### src/rtl/sis_pkg.sv
`default_nettype none

package sis_pkg;

  // Field and register widths
  localparam int unsigned LIMIT_W    = 18;
  localparam int unsigned ROUND_W    = 16;
  localparam int unsigned IVL_W      = 8;
  localparam int unsigned CODE_W     = 4;
  localparam int unsigned CFG_IDX_W  = 2;
  localparam int unsigned CFG_DATA_W = 18;

  // Reset values of the configuration registers
  localparam logic [LIMIT_W-1:0] RST_IR_LIMIT     = 18'd100000;
  localparam logic [LIMIT_W-1:0] RST_BOTTOM_LIMIT = 18'd100000;
  localparam logic [LIMIT_W-1:0] RST_TOP_LIMIT    = 18'd200000;
  localparam logic [IVL_W-1:0]   RST_INTERVAL     = 8'd10;

  // Configuration register indexes
  localparam logic [CFG_IDX_W-1:0] CFG_IR_LIMIT     = 2'd0;
  localparam logic [CFG_IDX_W-1:0] CFG_BOTTOM_LIMIT = 2'd1;
  localparam logic [CFG_IDX_W-1:0] CFG_TOP_LIMIT    = 2'd2;
  localparam logic [CFG_IDX_W-1:0] CFG_INTERVAL     = 2'd3;

  // Homing unit status
  localparam logic [1:0] HS_DONE   = 2'd1;
  localparam logic [1:0] HS_FAILED = 2'd2;

  // Scanner status
  localparam logic [1:0] SS_DONE    = 2'd1;
  localparam logic [1:0] SS_CAPTURE = 2'd2;
  localparam logic [1:0] SS_LIMIT   = 2'd3;

  // Sequencer mode, one-hot
  typedef enum logic [12:0] {
    MODE_IDLE     = 13'h0001,
    MODE_HOME_X   = 13'h0002,
    MODE_HOME_Y   = 13'h0004,
    MODE_HOME_CNV = 13'h0008,
    MODE_CHECK    = 13'h0010,
    MODE_FEED     = 13'h0020,
    MODE_IMAGE    = 13'h0040,
    MODE_REHOME_X = 13'h0080,
    MODE_REHOME_Y = 13'h0100,
    MODE_BOTTOM   = 13'h0200,
    MODE_TOP      = 13'h0400,
    MODE_NO_SMPL  = 13'h0800,
    MODE_FAULT    = 13'h1000
  } mode_e;

  typedef enum logic [CODE_W-1:0] {
    CMD_NONE        = 4'd0,
    CMD_HOME_X      = 4'd1,
    CMD_HOME_Y      = 4'd2,
    CMD_HOME_CNV    = 4'd3,
    CMD_DOWN_IR     = 4'd4,
    CMD_DOWN_BOTTOM = 4'd5,
    CMD_STOP_UP     = 4'd6,
    CMD_STOP_SCAN   = 4'd7,
    CMD_STOP_ALL    = 4'd8
  } cmd_e;

  typedef enum logic [CODE_W-1:0] {
    EVT_NONE       = 4'd0,
    EVT_STOPPED    = 4'd1,
    EVT_HOMING     = 4'd2,
    EVT_HOMED      = 4'd3,
    EVT_NO_SAMPLE  = 4'd4,
    EVT_FEEDING    = 4'd5,
    EVT_IMAGING    = 4'd6,
    EVT_DONE       = 4'd7,
    EVT_SCHED      = 4'd8,
    EVT_LOST       = 4'd9,
    EVT_REHOMED    = 4'd10,
    EVT_AT_BOTTOM  = 4'd11,
    EVT_ROUND_DONE = 4'd12,
    EVT_FAULT      = 4'd13
  } evt_e;

  typedef enum logic [CODE_W-1:0] {
    FLT_NONE     = 4'd0,
    FLT_FAR      = 4'd1,
    FLT_HOME_X   = 4'd2,
    FLT_HOME_Y   = 4'd3,
    FLT_HOME_CNV = 4'd4,
    FLT_JAM      = 4'd5,
    FLT_CAPTURE  = 4'd6,
    FLT_LIMIT    = 4'd7,
    FLT_BOTTOM   = 4'd8,
    FLT_TOP      = 4'd9
  } fault_e;

  typedef struct packed {
    logic       start_on;
    logic       x_home_hit;
    logic       y_home_hit;
    logic       x_far_hit;
    logic       y_far_hit;
    logic       bottom_hit;
    logic       top_hit;
    logic       sample_seen;
    logic       ir_seen;
    logic [1:0] homing_status;
    logic [1:0] scan_status;
    logic       conveyor_moving;
  } in_item_t;

  typedef struct packed {
    logic [CODE_W-1:0]  mode;
    logic [CODE_W-1:0]  command;
    logic [LIMIT_W-1:0] move_limit;
    logic               abort_scan;
    logic               drivers_enabled;
    logic [CODE_W-1:0]  event_res;
    logic [CODE_W-1:0]  fault_reason;
    logic [ROUND_W-1:0] round_count;
  } out_item_t;

  typedef struct packed {
    mode_e              mode;
    logic [ROUND_W-1:0] rounds;
    logic [IVL_W-1:0]   countdown;
    logic               enable;
  } state_t;

  typedef struct packed {
    logic [LIMIT_W-1:0] ir_limit;
    logic [LIMIT_W-1:0] bottom_limit;
    logic [LIMIT_W-1:0] top_limit;
    logic [IVL_W-1:0]   interval;
  } cfg_t;

  // Numeric mode code as seen on the result
  function automatic logic [CODE_W-1:0] mode_code(input mode_e m);
    logic [CODE_W-1:0] c;
    unique case (m)
      MODE_IDLE:     c = 4'd0;
      MODE_HOME_X:   c = 4'd1;
      MODE_HOME_Y:   c = 4'd2;
      MODE_HOME_CNV: c = 4'd3;
      MODE_CHECK:    c = 4'd4;
      MODE_FEED:     c = 4'd5;
      MODE_IMAGE:    c = 4'd6;
      MODE_REHOME_X: c = 4'd7;
      MODE_REHOME_Y: c = 4'd8;
      MODE_BOTTOM:   c = 4'd9;
      MODE_TOP:      c = 4'd10;
      MODE_NO_SMPL:  c = 4'd11;
      MODE_FAULT:    c = 4'd12;
      default:       c = 4'd0;
    endcase
    return c;
  endfunction

endpackage

`default_nettype wire

### src/rtl/sis_if.sv
`default_nettype none

// Tick channel into the sequencer
interface sis_in_if;
  import sis_pkg::*;

  logic     valid;
  logic     ready;
  in_item_t data;

  modport source (output valid, output data, input ready);
  modport sink   (input valid, input data, output ready);
endinterface

// Result channel out of the sequencer
interface sis_out_if;
  import sis_pkg::*;

  logic      valid;
  logic      ready;
  out_item_t data;

  modport source (output valid, output data, input ready);
  modport sink   (input valid, input data, output ready);
endinterface

`default_nettype wire

### src/rtl/sample_imaging_sequencer.sv
// Path: an accepted tick waits in the input register until the result register, free or
//   being drained, is loaded with the step logic's output for it.
// Throughput: one tick per clock unless out_o.ready holds results back; the result
//   and input registers let a new tick in while a finished result waits to be taken.
// Reset (rst_ni low, asynchronous): mode idle, round count zero, rehome countdown 10,
//   drivers enabled, configuration registers at their documented defaults.
`default_nettype none

module sample_imaging_sequencer (
  input  wire logic                          clk_i,
  input  wire logic                          rst_ni,
  sis_in_if.sink                             in_i,
  sis_out_if.source                          out_o,
  input  wire logic                          cfg_we_i,
  input  wire logic [sis_pkg::CFG_IDX_W-1:0]  cfg_idx_i,
  input  wire logic [sis_pkg::CFG_DATA_W-1:0] cfg_data_i
);
  import sis_pkg::*;

  logic      s1_valid_q;
  in_item_t  s1_q;
  logic      out_valid_q;
  out_item_t res_q;
  state_t    st_q;
  state_t    st_nxt;
  out_item_t res_nxt;
  cfg_t      cfg_q;
  logic      out_load;
  logic      in_take;

  // Result register takes the pending tick when free or being drained
  assign out_load = s1_valid_q && (!out_valid_q || out_o.ready);
  assign in_i.ready = !s1_valid_q || out_load;
  assign in_take = in_i.valid && in_i.ready;

  assign out_o.valid = out_valid_q;
  assign out_o.data  = res_q;

  sis_step u_step (
    .item_i (s1_q),
    .st_i   (st_q),
    .cfg_i  (cfg_q),
    .st_o   (st_nxt),
    .res_o  (res_nxt)
  );

  // Handshake valid flags
  always_ff @(posedge clk_i or negedge rst_ni) begin
    if (!rst_ni) begin
      s1_valid_q  <= 1'b0;
      out_valid_q <= 1'b0;
    end else begin
      if (in_i.ready) begin
        s1_valid_q <= in_i.valid;
      end
      if (out_load) begin
        out_valid_q <= 1'b1;
      end else if (out_o.ready) begin
        out_valid_q <= 1'b0;
      end
    end
  end

  // Payload registers
  always_ff @(posedge clk_i) begin
    if (in_take) begin
      s1_q <= in_i.data;
    end
    if (out_load) begin
      res_q <= res_nxt;
    end
  end

  // Sequencer state, advanced once per processed tick
  always_ff @(posedge clk_i or negedge rst_ni) begin
    if (!rst_ni) begin
      st_q.mode      <= MODE_IDLE;
      st_q.rounds    <= '0;
      st_q.countdown <= RST_INTERVAL;
      st_q.enable    <= 1'b1;
    end else if (out_load) begin
      st_q <= st_nxt;
    end
  end

  // Configuration registers
  always_ff @(posedge clk_i or negedge rst_ni) begin
    if (!rst_ni) begin
      cfg_q.ir_limit     <= RST_IR_LIMIT;
      cfg_q.bottom_limit <= RST_BOTTOM_LIMIT;
      cfg_q.top_limit    <= RST_TOP_LIMIT;
      cfg_q.interval     <= RST_INTERVAL;
    end else if (cfg_we_i) begin
      unique case (cfg_idx_i)
        CFG_IR_LIMIT:     cfg_q.ir_limit     <= cfg_data_i[LIMIT_W-1:0];
        CFG_BOTTOM_LIMIT: cfg_q.bottom_limit <= cfg_data_i[LIMIT_W-1:0];
        CFG_TOP_LIMIT:    cfg_q.top_limit    <= cfg_data_i[LIMIT_W-1:0];
        CFG_INTERVAL:     cfg_q.interval     <= cfg_data_i[IVL_W-1:0];
        default: begin
        end
      endcase
    end
  end

  // Checks
  a_mode_onehot: assert property (@(posedge clk_i) disable iff (!rst_ni)
    $onehot(st_q.mode))
    else $error("mode register not one-hot");

  a_state_holds: assert property (@(posedge clk_i) disable iff (!rst_ni)
    !out_load |=> $stable(st_q))
    else $error("state changed without a processed item");

  a_pending_holds: assert property (@(posedge clk_i) disable iff (!rst_ni)
    s1_valid_q && !out_load |=> s1_valid_q && $stable(s1_q))
    else $error("pending item lost or altered");

  a_fault_disables: assert property (@(posedge clk_i) disable iff (!rst_ni)
    out_load && (res_nxt.fault_reason != FLT_NONE) |=> !st_q.enable)
    else $error("fault entry left drivers enabled");

  a_result_matches_state: assert property (@(posedge clk_i) disable iff (!rst_ni)
    out_load |=> res_q.round_count == st_q.rounds
                 && res_q.drivers_enabled == st_q.enable)
    else $error("result disagrees with stored state");

endmodule

`default_nettype wire

### src/rtl/sis_step.sv
`default_nettype none

// Next-state and result logic for one tick
module sis_step (
  input  sis_pkg::in_item_t  item_i,
  input  sis_pkg::state_t    st_i,
  input  sis_pkg::cfg_t      cfg_i,
  output sis_pkg::state_t    st_o,
  output sis_pkg::out_item_t res_o
);
  import sis_pkg::*;

  cmd_e               cmd;
  evt_e               evt;
  fault_e             rsn;
  logic [LIMIT_W-1:0] lim;
  logic               abort;
  logic               flt_go;
  fault_e             flt_code;
  logic               sched;
  logic               lost;
  state_t             nxt;

  always_comb begin
    cmd      = CMD_NONE;
    evt      = EVT_NONE;
    rsn      = FLT_NONE;
    lim      = '0;
    abort    = 1'b0;
    flt_go   = 1'b0;
    flt_code = FLT_NONE;
    sched    = (st_i.countdown <= IVL_W'(1));
    lost     = !item_i.x_home_hit || !item_i.y_home_hit;
    nxt      = st_i;

    if (!item_i.start_on) begin
      // stop switch: halt and go idle
      if (st_i.mode != MODE_IDLE) begin
        cmd           = CMD_STOP_ALL;
        evt           = EVT_STOPPED;
        nxt.enable    = 1'b1;
        nxt.mode      = MODE_IDLE;
        nxt.rounds    = '0;
        nxt.countdown = cfg_i.interval;
      end
    end else begin
      unique case (st_i.mode)
        MODE_IDLE: begin
          if (item_i.x_far_hit || item_i.y_far_hit) begin
            flt_go   = 1'b1;
            flt_code = FLT_FAR;
          end else begin
            cmd      = CMD_HOME_X;
            nxt.mode = MODE_HOME_X;
            evt      = EVT_HOMING;
          end
        end
        MODE_HOME_X, MODE_REHOME_X: begin
          if (item_i.homing_status == HS_FAILED) begin
            flt_go   = 1'b1;
            flt_code = FLT_HOME_X;
          end else if (item_i.homing_status == HS_DONE) begin
            cmd      = CMD_HOME_Y;
            nxt.mode = (st_i.mode == MODE_HOME_X) ? MODE_HOME_Y : MODE_REHOME_Y;
          end
        end
        MODE_HOME_Y: begin
          if (item_i.homing_status == HS_FAILED) begin
            flt_go   = 1'b1;
            flt_code = FLT_HOME_Y;
          end else if (item_i.homing_status == HS_DONE) begin
            cmd      = CMD_HOME_CNV;
            nxt.mode = MODE_HOME_CNV;
            evt      = EVT_HOMED;
          end
        end
        MODE_HOME_CNV: begin
          if (item_i.homing_status == HS_FAILED) begin
            flt_go   = 1'b1;
            flt_code = FLT_HOME_CNV;
          end else if (item_i.homing_status == HS_DONE) begin
            nxt.rounds    = '0;
            nxt.countdown = cfg_i.interval;
            nxt.mode      = MODE_CHECK;
          end
        end
        MODE_CHECK: begin
          if (!item_i.sample_seen) begin
            nxt.mode = MODE_NO_SMPL;
            evt      = EVT_NO_SAMPLE;
          end else begin
            cmd      = CMD_DOWN_IR;
            lim      = cfg_i.ir_limit;
            nxt.mode = MODE_FEED;
            evt      = EVT_FEEDING;
          end
        end
        MODE_FEED: begin
          if (item_i.ir_seen) begin
            cmd      = CMD_STOP_SCAN;
            nxt.mode = MODE_IMAGE;
            evt      = EVT_IMAGING;
          end else if (!item_i.conveyor_moving) begin
            flt_go   = 1'b1;
            flt_code = FLT_JAM;
          end
        end
        MODE_IMAGE: begin
          abort = item_i.x_home_hit || item_i.y_home_hit ||
                  item_i.x_far_hit || item_i.y_far_hit;
          if (item_i.scan_status == SS_CAPTURE) begin
            flt_go   = 1'b1;
            flt_code = FLT_CAPTURE;
          end else if (item_i.scan_status == SS_LIMIT) begin
            flt_go   = 1'b1;
            flt_code = FLT_LIMIT;
          end else if (item_i.scan_status == SS_DONE) begin
            // round finished: count it and decide on rehoming
            nxt.rounds    = st_i.rounds + ROUND_W'(1);
            nxt.countdown = sched ? cfg_i.interval : st_i.countdown - IVL_W'(1);
            if (sched) begin
              cmd      = CMD_HOME_X;
              nxt.mode = MODE_REHOME_X;
              evt      = EVT_SCHED;
            end else if (lost) begin
              cmd      = CMD_HOME_X;
              nxt.mode = MODE_REHOME_X;
              evt      = EVT_LOST;
            end else begin
              cmd      = CMD_DOWN_BOTTOM;
              lim      = cfg_i.bottom_limit;
              nxt.mode = MODE_BOTTOM;
              evt      = EVT_DONE;
            end
          end
        end
        MODE_REHOME_Y: begin
          if (item_i.homing_status == HS_FAILED) begin
            flt_go   = 1'b1;
            flt_code = FLT_HOME_Y;
          end else if (item_i.homing_status == HS_DONE) begin
            cmd      = CMD_DOWN_BOTTOM;
            lim      = cfg_i.bottom_limit;
            nxt.mode = MODE_BOTTOM;
            evt      = EVT_REHOMED;
          end
        end
        MODE_BOTTOM: begin
          if (item_i.bottom_hit) begin
            cmd      = CMD_STOP_UP;
            lim      = cfg_i.top_limit;
            nxt.mode = MODE_TOP;
            evt      = EVT_AT_BOTTOM;
          end else if (!item_i.conveyor_moving) begin
            flt_go   = 1'b1;
            flt_code = FLT_BOTTOM;
          end
        end
        MODE_TOP: begin
          if (item_i.top_hit) begin
            cmd      = CMD_STOP_ALL;
            nxt.mode = MODE_CHECK;
            evt      = EVT_ROUND_DONE;
          end else if (!item_i.conveyor_moving) begin
            flt_go   = 1'b1;
            flt_code = FLT_TOP;
          end
        end
        // no sample and fault hold until the stop switch
        MODE_NO_SMPL, MODE_FAULT: begin
        end
        default: begin
        end
      endcase
    end

    // fault entry overrides the move
    if (flt_go) begin
      cmd        = CMD_STOP_ALL;
      lim        = '0;
      nxt.enable = 1'b0;
      nxt.mode   = MODE_FAULT;
      evt        = EVT_FAULT;
      rsn        = flt_code;
    end
  end

  assign st_o = nxt;

  assign res_o.mode            = mode_code(nxt.mode);
  assign res_o.command         = cmd;
  assign res_o.move_limit      = lim;
  assign res_o.abort_scan      = abort;
  assign res_o.drivers_enabled = nxt.enable;
  assign res_o.event_res       = evt;
  assign res_o.fault_reason    = rsn;
  assign res_o.round_count     = nxt.rounds;

endmodule

`default_nettype wire

### src/flat_wrapper.sv
// flat-port wrapper written by rule: the top's interface ports become plain ports
module sample_imaging_sequencer_flat import sis_pkg::*;
  (clk_i, rst_ni, cfg_we_i, cfg_idx_i, cfg_data_i, in_i_valid, in_i_data, in_i_ready, out_o_valid, out_o_data, out_o_ready);
  sis_in_if in_i_i ();
  sis_out_if out_o_i ();
  input  wire logic clk_i;
  input  wire logic rst_ni;
  input  wire logic cfg_we_i;
  input  wire logic [sis_pkg::CFG_IDX_W-1:0] cfg_idx_i;
  input  wire logic [sis_pkg::CFG_DATA_W-1:0] cfg_data_i;
  input wire logic [$bits(in_i_i.valid)-1:0] in_i_valid;
  input wire logic [$bits(in_i_i.data)-1:0] in_i_data;
  output wire logic [$bits(in_i_i.ready)-1:0] in_i_ready;
  output wire logic [$bits(out_o_i.valid)-1:0] out_o_valid;
  output wire logic [$bits(out_o_i.data)-1:0] out_o_data;
  input wire logic [$bits(out_o_i.ready)-1:0] out_o_ready;
  assign in_i_i.valid = in_i_valid;
  assign in_i_i.data = in_i_data;
  assign in_i_ready = in_i_i.ready;
  assign out_o_valid = out_o_i.valid;
  assign out_o_data = out_o_i.data;
  assign out_o_i.ready = out_o_ready;
  sample_imaging_sequencer u_core (.clk_i(clk_i), .rst_ni(rst_ni), .in_i(in_i_i), .out_o(out_o_i), .cfg_we_i(cfg_we_i), .cfg_idx_i(cfg_idx_i), .cfg_data_i(cfg_data_i));
endmodule
### config.mk
export PLATFORM = sky130hd
export DESIGN_NAME = sample_imaging_sequencer_flat
export DESIGN_NICKNAME = d
export VERILOG_FILES = /design/src/rtl/sis_pkg.sv /design/src/rtl/sis_if.sv /design/src/rtl/sample_imaging_sequencer.sv /design/src/rtl/sis_step.sv /design/src/flat_wrapper.sv
export SDC_FILE = /design/constraint.sdc
export NUM_CORES = 1
export LEC_CHECK = 0
export ABC_AREA = 1
export BUFFER_PORTS_ARGS = -buffer_cell sky130_fd_sc_hd__buf_2
export CORE_MARGIN = 2
export CORE_UTILIZATION = 54
export CTS_CLUSTER_DIAMETER = 150
export CTS_CLUSTER_SIZE = 16
export DETAILED_ROUTE_END_ITERATION = 8
export MAX_ROUTING_LAYER = met4
export PLACE_DENSITY = 0.77
export SLEW_MARGIN = 20
export SYNTH_ARGS = -nofsm -noshare
export SYNTH_HDL_FRONTEND = slang
export SYNTH_HIERARCHICAL = 1
export SYNTH_SLANG_ARGS = --single-unit
### constraint.sdc
create_clock -name clk_i -period 2.2 [get_ports clk_i]
set_clock_uncertainty 0.05 [all_clocks]
set_input_delay 0.33 -clock clk_i [delete_from_list [all_inputs] [get_ports clk_i]]
set_output_delay 0.33 -clock clk_i [all_outputs]
set_load 0.03 [all_outputs]
==> results.md, run 1 <==
- Status: finished with violations
- Failing checks: setup timing
- Synth area leaders: edfxtp_1, dfrtp_1, nand2_1
- VDD IR max: around 0.00092 V
- Initial antenna violation count: 1
- All-layer global routing usage: between 30 and 40%
- Row cnt: 48
- CP max FO: 5
- R2R cell count: 19
- Final Hold Viols: 0
- Dpl ws: -0.425 ns
- DR vias/cell: 6.12
- Yosys reg bits: 168
- Number of global-route vias before repair: 9513
- Nets@finish: approximately 1500
- Slew headroom: 55.3%
- Port Buffers: between 90 and 100
- Die ar.: ~18000 µm²
- Die height: about 140 µm
- Top_reg_cell synth: dfrtp_1
- Cell count after synthesis: 1150
- Share of cells above drive strength 1: 43.7%
- Die Wd: roughly 140 µm
- TritonCTS sink count: approximately 170
- Min Clock Period, post-route: approximately 2.7 ns
- Number of CTS-inserted buffers: 17
- Final Util: between 70% and 80%
- Worst slew pin tran: 0.670 ns
- Leak pwr: 6.40 nW
- Worst setup path category: flop to flop
- First-pass GRT wire length: around 48 mm
- Top cells by count, synth: nand2_1, inv_1, nand3_1
- Via Count: slightly above 10000
- Clock Pin Slew Worst Setup and Hold Paths: around 0.08 ns
- Detailed-route wire length per cell: about 21 µm
- Initial Utilization: about 55%
- HP Class: primary input to flop
- Crit end category: flop
- HPWL after detailed placement: roughly 19 mm
- CP Data Arrival Time: about 2.9 ns
- Setup WS post-layout: -0.511 ns
- Initial DRT Pass Iterations: 6
- GP Congestion: 0.977
- Gr ovfl total: 0
- Cells on Worst Hold Path: 1
- Clock insertion delay at the later pin of the skew report: ~0.45 ns
- # H-tree levels: 4
- Fin crit share: 123%
- Area delta synth->final: 44.9%
- Required @ worst endpoint: 2.35 ns
- Most frequent cell after synthesis: nand2_1
- Yosys cell types: 55
- Longest Clk Path Bufs: 2
- Pin count of the biggest net entering global routing: 45
- Yosys top cell area share: a little over a fifth
- Largest area contributor in the netlist: edfxtp_1
- EDFF count, synth: between 60 and 70
- Mapped Area: roughly 9400 µm²
- Slew Limit Fails: 0
- FFs w/ async S/R, synth: between 60% and 70%
- FMAX: roughly 370 MHz
- Post-synthesis sequential area ratio: roughly half
- Final Setup Violations: 89
- Post-Syn Nets: roughly 1200
- Yosys warnings: 6
- Antenna viol nets, final: 0
- Startpoint Class: flop
- DRT iter0 DRCs: roughly 1200
- Avg Inst Size Synth: between 8 and 9 µm²
- Drt drc: 0
- Boundary Pins: 93
- CTS tree: yes
- Unrepaired setup endpoints after global routing: true
- Power Density: ~1400 nW/µm²
- Drt total wl: about 35 mm
- Maximum Capacitance Violations: 0
- Clock tree root buffer cell: clkbuf_16
- Core Box Area: around 17000 µm²
==> sequential cells by signal, summed over array words and instances (netlist names) <==
name / flops
u_core/cfg_q: 62
u_core/out_o.data: 52
u_core/st_q: 38
u_core/s1_q: 14
u_core/out_o.valid: 1
u_core/s1_valid_q: 1
==> metrics by stage <==
step           instance area [µm²]  TNS [ns]  hold slack [ns]  total power (W)  std cells
2_1_floorplan                 9450    -0.516          -0.0156          0.00927       1150
3_5_place_dp                 11200     -9.28            0.187           0.0122       1580
6_report                     13600    -23.67           0.0104           0.0184       1694
5_1_grt                      13600    -30.33         -0.00444           0.0192       1694
4_1_cts                      12900     -6.48          0.00688           0.0168       1666
3_3_place_gp                 11200     -8.48            0.185           0.0121       1580
==> path summary, 6_finish.rpt <==
path                                              start                               to  slack (ns)
min                                       in_i_data[13]        u_core/s1_q[13]$_DFFE_PP_        0.01
max in group asynchronous                        rst_ni      u_core/st_q[25]$_DFFE_PN1P_        1.14
min reg2reg                u_core/cfg_q[14]$_DFFE_PN1P_     u_core/cfg_q[14]$_DFFE_PN1P_        0.41
max reg2reg                 u_core/st_q[27]$_DFFE_PN0P_  u_core/out_o.data[48]$_DFFE_PP_       -0.51
min in group asynchronous                        rst_ni      u_core/st_q[15]$_DFFE_PN0P_        0.27
max                         u_core/st_q[27]$_DFFE_PN0P_  u_core/out_o.data[48]$_DFFE_PP_       -0.51
==> power breakdown <==
part	switching [W]	internal, W	total (W)
combinational	0.00649	0.00461	0.0111
sequential	0.000377	0.00395	0.00432
clock	0.00150	0.00152	0.00301
total	0.00836	0.0101	0.0184
==> cell families (layout without fill, tap and decap cells) <==
family,Yosys count,count (layout),share of synthesized area [%]
compound gates,128,128,8.33
xor+xnor,5,5,0.466
fa+ha+maj,3,3,0.400
buf+inv,168,484,8.25
flops,168,168,48.6
mux,1,1,0.107
other cells,0,1,0
simple gates,677,679,33.9
==> worst max-delay path: stages (launching register included) <==
cell and delay (ns):
dfrtp_1 0.41, nor2_4 0.19, buf_4 0.14, nand2_2 0.07, nor2_4 0.14, nand2_2 0.09, nand2_4 0.11, buf_4 0.11
buf_4 0.09, nand3_1 0.08, nand2_1 0.10, inv_1 0.08, nand2_1 0.13, nand4_4 0.12, nand2_2 0.14, nor2_4 0.07
nand2_2 0.07, nor2b_1 0.05, nor2_1 0.14, nand2_1 0.06
==> metal layers <==
layer | part of all wire [%] | track usage (%) | vias to the layer above | wire length (µm)
met3 | 10 | 7.23 | 258 | 3670
met2 | 47 | 56.5 | 773 | 16700
met5 | 0 | - | - | 0
met1 | 35 | 40.3 | 4886 | 12200
met4 | 7.8 | 16.1 | 0 | 2770
li1 | - | - | 4445 | -
==> placed cells by master (no fill, tap or decap), types with 8 or more instances in the layout <==
master     netlist  layout
o21ai_1          6       8
a21oi_1         27      16
buf_2           14      91
clkbuf_16        0      19
buf_12           0      10
nand2_4          6      20
nand2_1        381     344
inv_1           98      79
nand3_1         97      83
dfstp_2         24      24
nor2_4          13      37
nor2_2           5      19
a21oi_2          1       9
nand4_1         53      53
o21ai_0         34      12
inv_2            7      20
dfrtp_1         78      76
nand3_4          3       9
edfxtp_1        66      66
nor2_1          81      44
o21ai_2          0      18
buf_6            4      38
nand2_2         13      33
a31oi_1         20      10
nand3_2          5      14
buf_4           25     199
==> timing repair <==
item / in CTS / in global routing
hold buffers: 1 / 0
setup endpoints to repair: 78 / 88
cloned: 5 / 0
gates resized for setup: 168 / 137
buffers inserted: 50 / 29
pin swaps: 71 / 80
hold endpoints to repair: 15 / 0
==> area by class of cell <==
type / instances / area, µm²
Multi-Input combinational cell: 816 / 5050
Sequential cell: 168 / 4570
Fill cell: 1044 / 3560
Timing Repair Buffer: 345 / 2710
Clock buffer: 17 / 425
Inverter: 107 / 425
Tap cell: 225 / 282
Clock inverter: 15 / 149
Antenna cell: 1 / 2.50
No activity file was read; power rests on OpenSTA's default activity.
==> run 2: changes to the inputs <==
Settings changed: CORE_UTILIZATION 54 to 45, PLACE_DENSITY 0.77 to 0.66.
==> run 2 against run 1 <==
  * The flow still finishes with violations (setup timing)
  * Non-clock buffer count decreased by 28
  * Routed wire length is 16% lower
  * Clock-buffer cell count stayed put
  * Global-route usage down 6.8 points
  * Fmax grew 7.1%
  * Cell count increased by 0.94%
  * Combinational power down 13%
  * Design area down 1.9%
  * Sequential power about the same
  * Critical path depth decreased by 3
  * Clock power is essentially flat
  * Critical endpoint is now u_core/out_o.data[49]$_DFFE_PP_
  * Largest cell class unchanged
  * Largest power group unchanged
==> results.md, run 2 (same netlist as run 1, synthesis figures left out) <==
- WHS Endpoint: u_core/s1_q[5]$_DFFE_PP_
- Min Clock Period, post-route: between 2 and 3 ns
- Reg2reg setup slack: -0.33 ns
- Boundary Pins: between 90 and 100
- Worst slew pin tran: 0.683 ns
- Dpl ws: -0.360 ns
- CP max FO: 7
- Setup WS post-layout: -0.331 ns
- Die Wd: about 150 µm
- CTS tree: yes
- Cells on Worst Hold Path: 1
- Startpoint Class: flop
- Highest metal used: met4
- Initial DRT Pass Iterations: 6
- Design area: ~13000 µm²
- R2R cell count: 16
- Clock insertion delay at the later pin of the skew report: roughly 0.44 ns
- Nets@finish: 1469
- Routed metal-1 wire length: 12.5 mm
- Initial Utilization: a little under half
- Pin count of the biggest net entering global routing: 53
- Final Setup Violations: between 70 and 80
- CP delay by family, top: simple AND/OR/NAND/NOR gates
- Drt drc: 0
- Dpl cell area: 11400 µm²
- Slew Limit Fails: 0
- Met2 WL post-DR: between 10 and 15 mm
- Gr ovfl total: 0
- # H-tree levels: 4
- HPWL after detailed placement: 19.4 mm
- Met3 wire len: about 1.7 mm
- Clock tree root buffer cell: clkbuf_16
- Most common cell after layout, fill and taps aside: nand2_1
- Status: finished with violations
- Port Buffers: 92
- All-layer global routing usage: between 20 and 30%
- Share of cells above drive strength 1: about two fifths
- Detailed-route wire length per cell: around 17 µm
- Number of fill cells: around 1700
- Core Box Area: 20400 µm²
- Max FFs per register: just over 60
- Drt total wl: around 30 mm
- Required @ worst endpoint: between 2 and 2.5 ns
- Clock Pin Slew Worst Setup and Hold Paths: roughly 0.08 ns
- VDD IR max: roughly 0.00066 V
- GP Congestion: 0.965
- Total power: around 0.017 W
- Slowest cell on crit path: dfstp_2
- Power Density: between 1000 and 1500 nW/µm²
- Ant. Diodes: 0
- HP Class: primary input to flop
- Longest Clk Path Bufs: 2
- Maximum Capacitance Violations: 0
- Via Count: approximately 9200
- RR Startpoint: u_core/st_q[25]$_DFFE_PN1P_
- Initial antenna violation count: 0
- Die ar.: roughly 22000 µm²
- Number of CTS-inserted buffers: 17
- Antenna viol nets, final: 0
- Hold Startpoint: in_i_data[5]
- CP bufs+invs: 3
- Final Hold Viols: 0
- Row cnt: 52
- Largest register by flop count: u_core/cfg_q
- FMAX: 395 MHz
- Failing checks: setup timing
- DRT iter0 DRCs: around 750
- TritonCTS sink count: 168
- DR vias/cell: approximately 5.4
- Number of global-route vias before repair: just under 9000
- CP Data Arrival Time: between 2 and 3 ns
- Fin crit share: 115%
- Unrepaired setup endpoints after global routing: true
- Die height: 148 µm
- Critical Path Max Stage Delay: 0.56 ns
- First-pass GRT wire length: between 40 and 50 mm
- Final Util: roughly two thirds
- Slew headroom: a little over half
- Worst setup path category: flop to flop
- Area delta synth->final: 42.2%
- FF-to-FF End: u_core/out_o.data[49]$_DFFE_PP_
- CP Cell Sequence: nor2_2 -> nand2_4 -> nor2_8 -> nand2_2 -> nand3_2 -> nor2_2 -> nor2_4 -> nor2_4 -> buf_6 -> nand4_4 -> nand2_4 -> inv_2 -> nand2_1 -> inv_1 -> o21bai_1 -> nand3_1
- Most frequent cells in the layout: nand2_1, buf_4, buf_2
- Crit end category: flop
- Leak pwr: about 6.3 nW
[run 2: changes by cell type in the layout (fill, tap and decap cells not counted), sizes merged]
cell         before  now
buf             342  313
bufbuf            0    1
clkbuf           19   17
clkinv            4    5
clkinvlp          1    2
diode             1    0
dlygate4sd3       1    3
inv             117  115
[run 2: per-layer routing]
layer  vias to the layer above  track usage (%)
met3                        60             4.26
met2                       354             44.0
met5                         -                -
met1                      4431             35.5
li1                       4399                -
met4                         0             10.1
[run 2: worst max path at each step]
stage / depth (start not counted) / slack, ns / from / endpoint
floorplan: 18 / -0.11 / u_core/st_q[25]$_DFFE_PN1P_ / u_core/out_o.data[48]$_DFFE_PP_
global placement: 17 / -0.35 / u_core/st_q[31]$_DFFE_PN0P_ / u_core/out_o.data[48]$_DFFE_PP_
detailed placement: 15 / -0.36 / u_core/st_q[25]$_DFFE_PN1P_ / u_core/out_o.data[48]$_DFFE_PP_
CTS: 18 / -0.28 / u_core/st_q[31]$_DFFE_PN0P_ / u_core/out_o.data[48]$_DFFE_PP_
global route: 18 / -0.52 / u_core/st_q[32]$_DFFE_PN0P_ / u_core/out_o.data[48]$_DFFE_PP_
finish: 16 / -0.33 / u_core/st_q[25]$_DFFE_PN1P_ / u_core/out_o.data[49]$_DFFE_PP_
[run 2: final cells by class]
cell class	instances	area [µm²]	area share (%)
Multi-Input combinational cell	816	4960	37.1
Sequential cell	168	4570	34.2
Timing Repair Buffer	317	2490	18.6
Inverter	107	429	3.21
Clock buffer	17	425	3.18
Tap cell	270	338	2.53
Clock inverter	15	149	1.11
[run 2: power breakdown]
group | internal [W] | leakage (nW) | switching (W)
registers | 0.00395 | 1.91 | 0.000366
logic | 0.00397 | 4.10 | 0.00569
clock network | 0.00152 | 0.286 | 0.00146
[run 2: stage by stage]
| stage | hold WS, ns | setup TNS, ns | std cells |
|---|---|---|---|
| after floorplan | -0.0156 | -0.516 | 1150 |
| after global placement | 0.308 | -16.73 | 1634 |
| after detailed placement | 0.307 | -15.70 | 1634 |
| after CTS | 0.00173 | -8.17 | 1697 |
| after global routing | 0.00418 | -16.80 | 1710 |
| final | 0.0118 | -8.82 | 1710 |
[run 2: repair_timing]
item	CTS	global route
endpoints found under the setup margin	83	89
gates cloned	7	0
pin swaps	56	87
hold buffers	3	0
hold endpoints to repair	34	0
buffers inserted	21	14
gates resized for setup	109	150
==> run 3: changes to the inputs <==
Settings changed: PLACE_DENSITY 0.66 to not set.
Clock period 2.2 ns to 2.55 ns, I/O delays scaled along.
==> run 3 against run 2 <==
  * Flip-flop and latch count unchanged
  * Design area down 14%
  * First-iteration DRC count up 11%
  * Routed wire length down 8.7%
  * Worst setup slack better by 0.28 ns
  * Worst hold slack better by 0.062 ns
  * Critical path depth up 2
  * Largest cell class is now flip-flops and latches
  * Global-route usage down 1.8 points
  * Via count down 7.7%
  * Die area unchanged
  * Register-to-register slack better by 0.28 ns
  * Clock power down 12%
  * The flow still finishes with violations (setup timing)
==> results.md, run 3 (same netlist as run 1, synthesis figures left out) <==
- Gr ovfl total: 0
- # H-tree levels: 4
- Number of fill cells: 1900
- Die Wd: roughly 150 µm
- TritonCTS sink count: ~170
- DR vias/cell: 5.41
- Core Box Area: 20400 µm²
- Max FFs per register: 62
- Dpl cell area: ~11000 µm²
- Area delta synth->final: 22.4%
- Number of global-route vias before repair: around 8200
- Setup WS post-layout: -0.0527 ns
- NetSw: between 0.005 and 0.006 W
- Clock tree root buffer cell: clkbuf_16
- CTS tree: yes
- CP max FO: 8
- Power Density: approximately 1200 nW/µm²
- Die ar.: around 22000 µm²
- Largest register by flop count: u_core/cfg_q
- Fin crit share: 102%
- Clock Pin Slew Worst Setup and Hold Paths: approximately 0.070 ns
- Met3 GRT Util: about 4.0%
- VDD IR max: around 0.00056 V
- Slowest cell on crit path: dfrtp_1
- CP Cell Sequence: buf_4 -> inv_1 -> nor2_1 -> nand2_1 -> nor2_4 -> nand2_8 -> nand2_4 -> nor2_4 -> buf_6 -> nand4_1 -> nand2_2 -> inv_1 -> nand2_2 -> nand3_2 -> nor2_4 -> buf_6 -> nand4_1 -> nand3_1
- Number of CTS-inserted buffers: 17
- Longest Clk Path Bufs: 2
- Most used cell, CP: nor2_4
- Startpoint Class: flop
- Met2 usage in global routing: between 40 and 50%
- Antenna viol nets, final: 0
- CP Data Arrival Time: around 2.9 ns
- Failing checks: setup timing
- Sw frac: between 40% and 50%
- Ant. Diodes: 0
- Drt drc: 0
- All-layer global routing usage: between 20% and 30%
- DRT iter0 DRCs: just over 800
- Design area: 11500 µm²
- Clock insertion delay at the later pin of the skew report: between 0.4 and 0.5 ns
- Setup TNS: -0.193 ns
- Critical Path Max Stage Delay: just over 0.4 ns
- Initial DRT Pass Iterations: 5
- FMAX: approximately 380 MHz
- Boundary Pins: slightly above 90
- Nets@finish: around 1300
- CP delay by family, top: simple AND/OR/NAND/NOR gates
- HP Class: primary input to flop
- Initial Utilization: a little under half
- Die height: ~150 µm
- Maximum Capacitance Violations: 0
- Share of cells above drive strength 1: about 27%
- GR Layer Usage met1: about a third
- Initial antenna violation count: 0
- Hold Slack: 0.0733 ns
- Most common cell after layout, fill and taps aside: nand2_1
- Unrepaired setup endpoints after global routing: true
- Worst setup path category: flop to flop
- Final Setup Violations: 4
- Gr busiest metal: met2
- Leak pwr: about 5.4 nW
- Int Power: 0.00736 W
- Worst slew pin tran: 0.697 ns
- Detailed-route wire length per cell: ~17 µm
- Pin count of the biggest net entering global routing: 48
- Status: finished with violations
- Min Clock Period, post-route: ~2.6 ns
- Port Buffers: 92
- Final Hold Viols: 0
- Drt total wl: about 27 mm
- Most frequent cells in the layout: nand2_1, inv_1, buf_2
- First-pass GRT wire length: about 43 mm
- Clock share of power: between 10% and 20%
- Slew Limit Fails: 0
- Required @ worst endpoint: 2.79 ns
- Crit end category: flop
- Seq pwr share: 27.9%
- Row cnt: 52
- GP Congestion: a little under 1
- Via Count: about 8500
- HPWL after detailed placement: roughly 18 mm
- CP bufs+invs: 5
- Logic pwr share: roughly 52%
- Slew headroom: between 50% and 60%
-- run 3: area by class of cell --
class	count	area [µm²]	share of cell area [%]
clock buffers	18	439	3.82
flip-flops and latches	168	4570	39.7
clock inverters	14	154	1.34
well taps	270	338	2.94
multi-input cells	816	4330	37.6
inverters	107	404	3.51
repair buffers	185	1270	11.0
-- run 3: repair_timing --
item / in CTS / in global routing
pin swaps: 3 / 37
setup buffers: 1 / 11
hold endpoints to repair: 32 / 0
cloned: 1 / 1
endpoints found under the setup margin: 4 / 30
resized for setup: 8 / 67
hold buffers: 1 / 0
-- run 3: layer usage --
metal / wire length (µm) / share of wire [%]
met5: 0 / 0
met4: 641 / 2.4
met3: 1410 / 5.2
met2: 12900 / 47
met1: 12200 / 45
-- run 3: final timing paths --
| kind | start | end | slack (ns) | depth (start not counted) |
|---|---|---|---|---|
| max | u_core/st_q[27]$_DFFE_PN0P_ | u_core/out_o.data[49]$_DFFE_PP_ | -0.05 | 18 |
| min | in_i_data[9] | u_core/s1_q[9]$_DFFE_PP_ | 0.07 | 1 |
| min in group asynchronous | rst_ni | u_core/st_q[19]$_DFFE_PN0P_ | 0.47 | 2 |
| max in group asynchronous | rst_ni | u_core/cfg_q[31]$_DFFE_PN1P_ | 1.22 | 3 |
| max reg2reg | u_core/st_q[27]$_DFFE_PN0P_ | u_core/out_o.data[49]$_DFFE_PP_ | -0.05 | 18 |
| min reg2reg | u_core/st_q[0]$_DFFE_PN1P_ | u_core/st_q[0]$_DFFE_PN1P_ | 0.41 | 2 |
-- run 3: worst register-to-register path, cell delays in order (launching register included) --
cell     delay, ns
dfrtp_1       0.41
buf_4         0.15
inv_1         0.11
nor2_1        0.05
nand2_1       0.12
nor2_4        0.07
nand2_8       0.09
nand2_4       0.06
nor2_4        0.20
buf_6         0.16
nand4_1       0.14
nand2_2       0.13
inv_1         0.05
nand2_2       0.07
nand3_2       0.08
nor2_4        0.20
buf_6         0.13
nand4_1       0.11
nand3_1       0.11
-- run 3: power groups by stage --
stage / sequential, W / combinational, W / clock [W]
floorplan: 0.00400 / 0.00390 / 0
global placement: 0.00375 / 0.00596 / 0
detailed placement: 0.00376 / 0.00598 / 0
CTS: 0.00372 / 0.00610 / 0.00270
global route: 0.00380 / 0.00754 / 0.00282
finish: 0.00373 / 0.00699 / 0.00263
-- run 3: metrics by stage --
stage | utilization (%) | total power (W) | instances | worst slack [ns]
floorplan | - | 0.00790 | 1150 | 0.127
global placement | 51.6 | 0.00971 | 1531 | -0.0812
detailed placement | 51.6 | 0.00974 | 1531 | -0.0867
CTS | 54.8 | 0.0125 | 1566 | -0.00857
global route | 56.5 | 0.0142 | 1578 | -0.176
finish | 56.5 | 0.0133 | 1578 | -0.0527
